===== src/rtl/core/fbfl_pkg.sv =====
// shared types and constants of the fixed block free list allocator
package fbfl_pkg;

	localparam int MAX_BLOCKS      = 1024;
	localparam int IDX_W           = $clog2(MAX_BLOCKS);
	localparam int CNT_W           = 11;
	localparam int SIZE_W          = 13;
	localparam int ADDR_W          = 32;
	localparam int LIM_W           = CNT_W + SIZE_W;
	localparam int DIV_W           = IDX_W + SIZE_W;
	localparam int CFG_IDX_W       = 2;
	localparam int CFG_W           = 32;
	localparam int MIN_BLOCK_BYTES = 8;

	localparam logic OP_ALLOC = 1'b0;
	localparam logic OP_FREE  = 1'b1;

	localparam logic [1:0] ST_OK        = 2'd0;
	localparam logic [1:0] ST_EXHAUSTED = 2'd1;
	localparam logic [1:0] ST_BAD_ADDR  = 2'd2;
	localparam logic [1:0] ST_NONE_USED = 2'd3;

	localparam logic [CFG_IDX_W-1:0] REG_POOL_BASE   = 2'd0;
	localparam logic [CFG_IDX_W-1:0] REG_BLOCK_BYTES = 2'd1;
	localparam logic [CFG_IDX_W-1:0] REG_BLOCK_COUNT = 2'd2;

	typedef struct packed {
		logic              op;
		logic [ADDR_W-1:0] free_address;
	} req_t;

	typedef struct packed {
		logic [1:0]        status;
		logic [ADDR_W-1:0] block_address;
		logic [CNT_W-1:0]  in_use;
	} rsp_t;

	typedef struct packed {
		logic             rd;
		logic             pop;
		logic             push;
		logic [IDX_W-1:0] idx;
	} list_cmd_t;

	typedef struct packed {
		logic             ready;
		logic [CNT_W-1:0] head;
		logic [CNT_W-1:0] used;
	} list_stat_t;

	typedef struct packed {
		logic             done;
		logic             rem_zero;
		logic [IDX_W-1:0] quot;
	} div_res_t;

endpackage


===== src/rtl/core/fbfl_div.sv =====
// restoring divider, one quotient bit per cycle, for offset to block index
module fbfl_div (
	input  logic                       clk,
	input  logic                       arst_n,
	input  logic                       start,
	input  logic [fbfl_pkg::DIV_W-1:0] dividend,
	input  logic [fbfl_pkg::SIZE_W-1:0] divisor,
	output fbfl_pkg::div_res_t         res
);
	import fbfl_pkg::*;

	localparam int STEP_W = $clog2(IDX_W + 1);

	logic              busy_q;
	logic [STEP_W-1:0] step_q;
	logic [DIV_W-1:0]  rem_q;
	logic [DIV_W-1:0]  dsr_q;
	logic [IDX_W-1:0]  quot_q;
	logic              fits;

	assign fits = (rem_q >= dsr_q);

	always_ff @(posedge clk or negedge arst_n) begin
		if (!arst_n) begin
			busy_q <= 1'b0;
			step_q <= '0;
		end else if (start) begin
			busy_q <= 1'b1;
			step_q <= STEP_W'(IDX_W);
		end else if (busy_q) begin
			step_q <= step_q - STEP_W'(1);
			if (step_q == STEP_W'(1)) begin
				busy_q <= 1'b0;
			end
		end
	end

	always_ff @(posedge clk) begin
		if (start) begin
			rem_q  <= dividend;
			dsr_q  <= DIV_W'(divisor) << (IDX_W - 1);
			quot_q <= '0;
		end else if (busy_q) begin
			if (fits) begin
				rem_q <= rem_q - dsr_q;
			end
			dsr_q  <= dsr_q >> 1;
			quot_q <= {quot_q[IDX_W-2:0], fits};
		end
	end

	assign res.done     = !busy_q;
	assign res.rem_zero = (rem_q == '0);
	assign res.quot     = quot_q;

endmodule


===== config.mk =====
export PLATFORM = sky130hd
export DESIGN_NAME = fbfl_div
export DESIGN_NICKNAME = d
export VERILOG_FILES = /design/src/rtl/core/fbfl_pkg.sv /design/src/rtl/core/fbfl_div.sv
export SDC_FILE = /design/constraint.sdc
export NUM_CORES = 1
export LEC_CHECK = 0
export BUFFER_PORTS_ARGS = -buffer_cell sky130_fd_sc_hd__buf_2
export CAP_MARGIN = 20
export CORE_MARGIN = 2
export CORE_UTILIZATION = 62
export DETAILED_ROUTE_END_ITERATION = 10
export PLACE_DENSITY = 0.85
export SYNTH_ARGS = -nofsm -noshare
export SYNTH_HDL_FRONTEND = slang
export SYNTH_SLANG_ARGS = --single-unit

===== constraint.sdc =====
create_clock -name clk -period 4.5 [get_ports clk]
set_input_delay 0.9 -clock clk [delete_from_list [all_inputs] [get_ports clk]]
set_output_delay 0.9 -clock clk [all_outputs]
set_load 0.01 [all_outputs]

==> reports/qor.txt <==
Pre-antenna DRT Iters = 5
WP buf/inv = 0
First DRT Iteration DRCs = 252
Ranking of synthesized cells by area = edfxtp_1 (29%), dfxtp_1 (10%), ha_1 (8.1%)
Count of buffers from port buffering = 50
Syn Area/Cell = 9.36 um^2
Clk sinks = 60
Top-area cell type share of the netlist area = 0.292
Setup Fix Bufs, Post-CTS = 0
Syn Nets = 459
Mapped Cells = 395
TritonCTS buffer count = 9
Dpl cell area = 0.00398 mm^2
WS Path Type = reg2reg
# nets final = 502
Root Buffer = clkbuf_8
Crit path max-delay family = compound AO/OA/AOI/OAI gates
Hold Violations, Final = 0
Area grow syn2layout = 12.3%
Pwr/cell area = 620 mW/mm^2
Total number of vias = 3106
Fraction of layout cells with a size suffix above 1 = 0.172
Row cnt = 28
Reg clk slew, reported paths = 0.06 ns
Worst path cell trace = ha_1 -> and3_1 -> nand2_1 -> a211oi_2 -> o31a_1 -> a31oi_2 -> o311ai_1 -> a21o_1
Worst Skew = 0.00850 ns
Yosys top cell by area = edfxtp_1
Hold crit path type = in2async
Final worst path period share = 0.787
Max-slew violation count = 0
DRT antenna net count = 0
Library cells used by synthesis = 53
Number of I/O pins = 51
Total track usage = 0.262
MaxCap Viol Count = 0
PostCTS Resize Cnt = 0
Max FO, Critical Path = 23
Synth Cell Area = 0.00370 mm^2
Final WL = 8240 um
Dpl hpwl = 5960 um
Final setup viols = 0
Routability congestion estimate = 0.968
Post-CTS Hold Buffers = 0
DR DRC count = 0
CP Data Required Time = 4.46 ns
Vias per std cell = 6.00
Clock Path Buffers = 2
P_leak = 1.85 nW
Vert. Die Dim = 81.2 um
CTS tree = built
WL per Instance = 15.9 um
Core box area = 0.00585 mm^2
Post-synth EDFFs = 36
Yosys reg bits = 60
Slowest stage cell, crit path = a21o_1
CP Launch Type = register
Vias in the first global route = 2985
Worst skew pair latency = 0.34 ns
Worst-margin pin slew = 1.00 ns
Die area = 0.00660 mm^2
Top FF cell, synth = edfxtp_1
RSZ-0062 raised after global routing = false
F_max = 0.282 GHz
ANT cells = 0
Async SR Flop Fraction = 0.0833
Design Area, Final = 0.00415 mm^2
Initial Utilization = 0.632
Outcome = complete, no violations
Register area share after synthesis = 0.429
Largest net degree at the start of global routing = 65
Final Critical Period = 3.54 ns
Setup_tns = 0 ns
Max transition margin = 0.331
Initial antenna violation count = 0
# H-tree levels = 3
Most frequent cell after synthesis = nand2_1
CP peak stage delay = 0.84 ns
WP data arrival = 3.50 ns
Worst VDD drop = 0.000317 V
CP endpoint kind = register
GRT Residual Overflow = 0
Die X = 81.2 um
Synth warn = 0
Synth top cells by count = nand2_1 (52), edfxtp_1 (36), inv_1 (29)
First-pass GRT wire length = 13300 um
## per-layer routing
| metal | vias to the layer above | GRT usage | part of all wire |
|---|---|---|---|
| met3 | 22 | 0.0589 | 0.051 |
| met4 | 0 | 0.0983 | 0.016 |
| met2 | 109 | 0.428 | 0.47 |
| li1 | 1514 | - | - |
| met5 | - | 0 | 0 |
| met1 | 1461 | 0.339 | 0.46 |
## report_power, final
group	total, mW	internal, mW	switching (mW)	leakage (nW)
combinational	1.28	0.524	0.760	1.17
sequential	0.868	0.771	0.0966	0.597
clock	0.423	0.213	0.210	0.0824
total	2.57	1.51	1.07	1.85
## worst paths after layout
check | from | endpoint | slack [ns] | cells past startpoint
min reg2reg | quot_q[9] | quot_q[9] | 0.50 | 2
min in group clk | quot_q[9] | quot_q[9] | 0.50 | 2
min | arst_n | step_q[0] | 0.37 | 1
max reg2reg | rem_q[7] | rem_q[1] | 0.96 | 8
max in group asynchronous | arst_n | step_q[1] | 3.99 | 1
max | rem_q[7] | rem_q[1] | 0.96 | 8
## cell usage in the layout (no fill, tap or decap), drive strengths merged, types with 2 or more instances in the layout
| cell type | count |
|---|---|
| nand2 | 52 |
| buf | 52 |
| edfxtp | 36 |
| inv | 29 |
| o21ai | 29 |
| nor2 | 27 |
| ha | 24 |
| dfxtp | 19 |
| a21oi | 19 |
| mux2i | 18 |
| o31ai | 14 |
| clkbuf | 12 |
| xnor2 | 11 |
| a21o | 10 |
| nor4 | 9 |
| xor2 | 8 |
| nor3 | 6 |
| a31oi | 6 |
| nand4 | 5 |
| dfrtp | 5 |
| a211oi | 5 |
| nor2b | 4 |
| nand3 | 4 |
| clkinv | 4 |
| and3 | 3 |
| a311oi | 3 |
| o21bai | 3 |
| o311ai | 3 |
| and2 | 2 |
| nand2b | 2 |
| nor4b | 2 |
| o21a | 2 |
| o22ai | 2 |
| mux2 | 2 |
| clkinvlp | 2 |
## kinds of logic after synthesis
kind of cell,synth area share
multiplexers,0.0548
buffers and inverters,0.0521
AO/OA/AOI/OAI,0.187
AND/OR/NAND/NOR,0.146
XOR/XNOR,0.0450
flip-flops,0.429
adder cells (fa/ha/maj),0.0866
## per-stage QoR
| stage | power [mW] | std cells | worst slack, ns | util | hold slack (ns) |
|---|---|---|---|---|---|
| final | 2.57 | 518 | 0.960 | 0.709 | 0.369 |
| after global routing | 2.74 | 518 | 0.786 | 0.709 | 0.362 |
| after CTS | 2.55 | 518 | 0.978 | 0.709 | 0.364 |
| after detailed placement | 2.12 | 502 | 1.02 | 0.680 | 0.495 |
| after global placement | 2.07 | 502 | 1.19 | 0.680 | 0.476 |
| after floorplan | 1.83 | 395 | 1.52 | - | 0.465 |
## flip-flops by register name, indices dropped and copies added, names as in the netlist
name / cells
step_q: 4
dsr_q: 22
rem_q: 23
busy_q: 1
quot_q: 10
## layout make-up
class | instances | area [um^2]
fill | 447 | 1700
clock inverter | 4 | 25.0
sequential | 60 | 1590
tap | 75 | 93.8
multi-input combinational | 284 | 1920
timing repair buffer | 52 | 265
clock buffer | 12 | 145
inverter | 31 | 116
## worst reg2reg max path: cells and delay by family (launching register included)
| family | cells | cell delay [ns] |
|---|---|---|
| flops | 1 | 0.41 |
| simple gates | 2 | 0.38 |
| fa+ha+maj | 1 | 0.39 |
| compound gates | 5 | 1.96 |
Power figures use the tool's default switching activity.
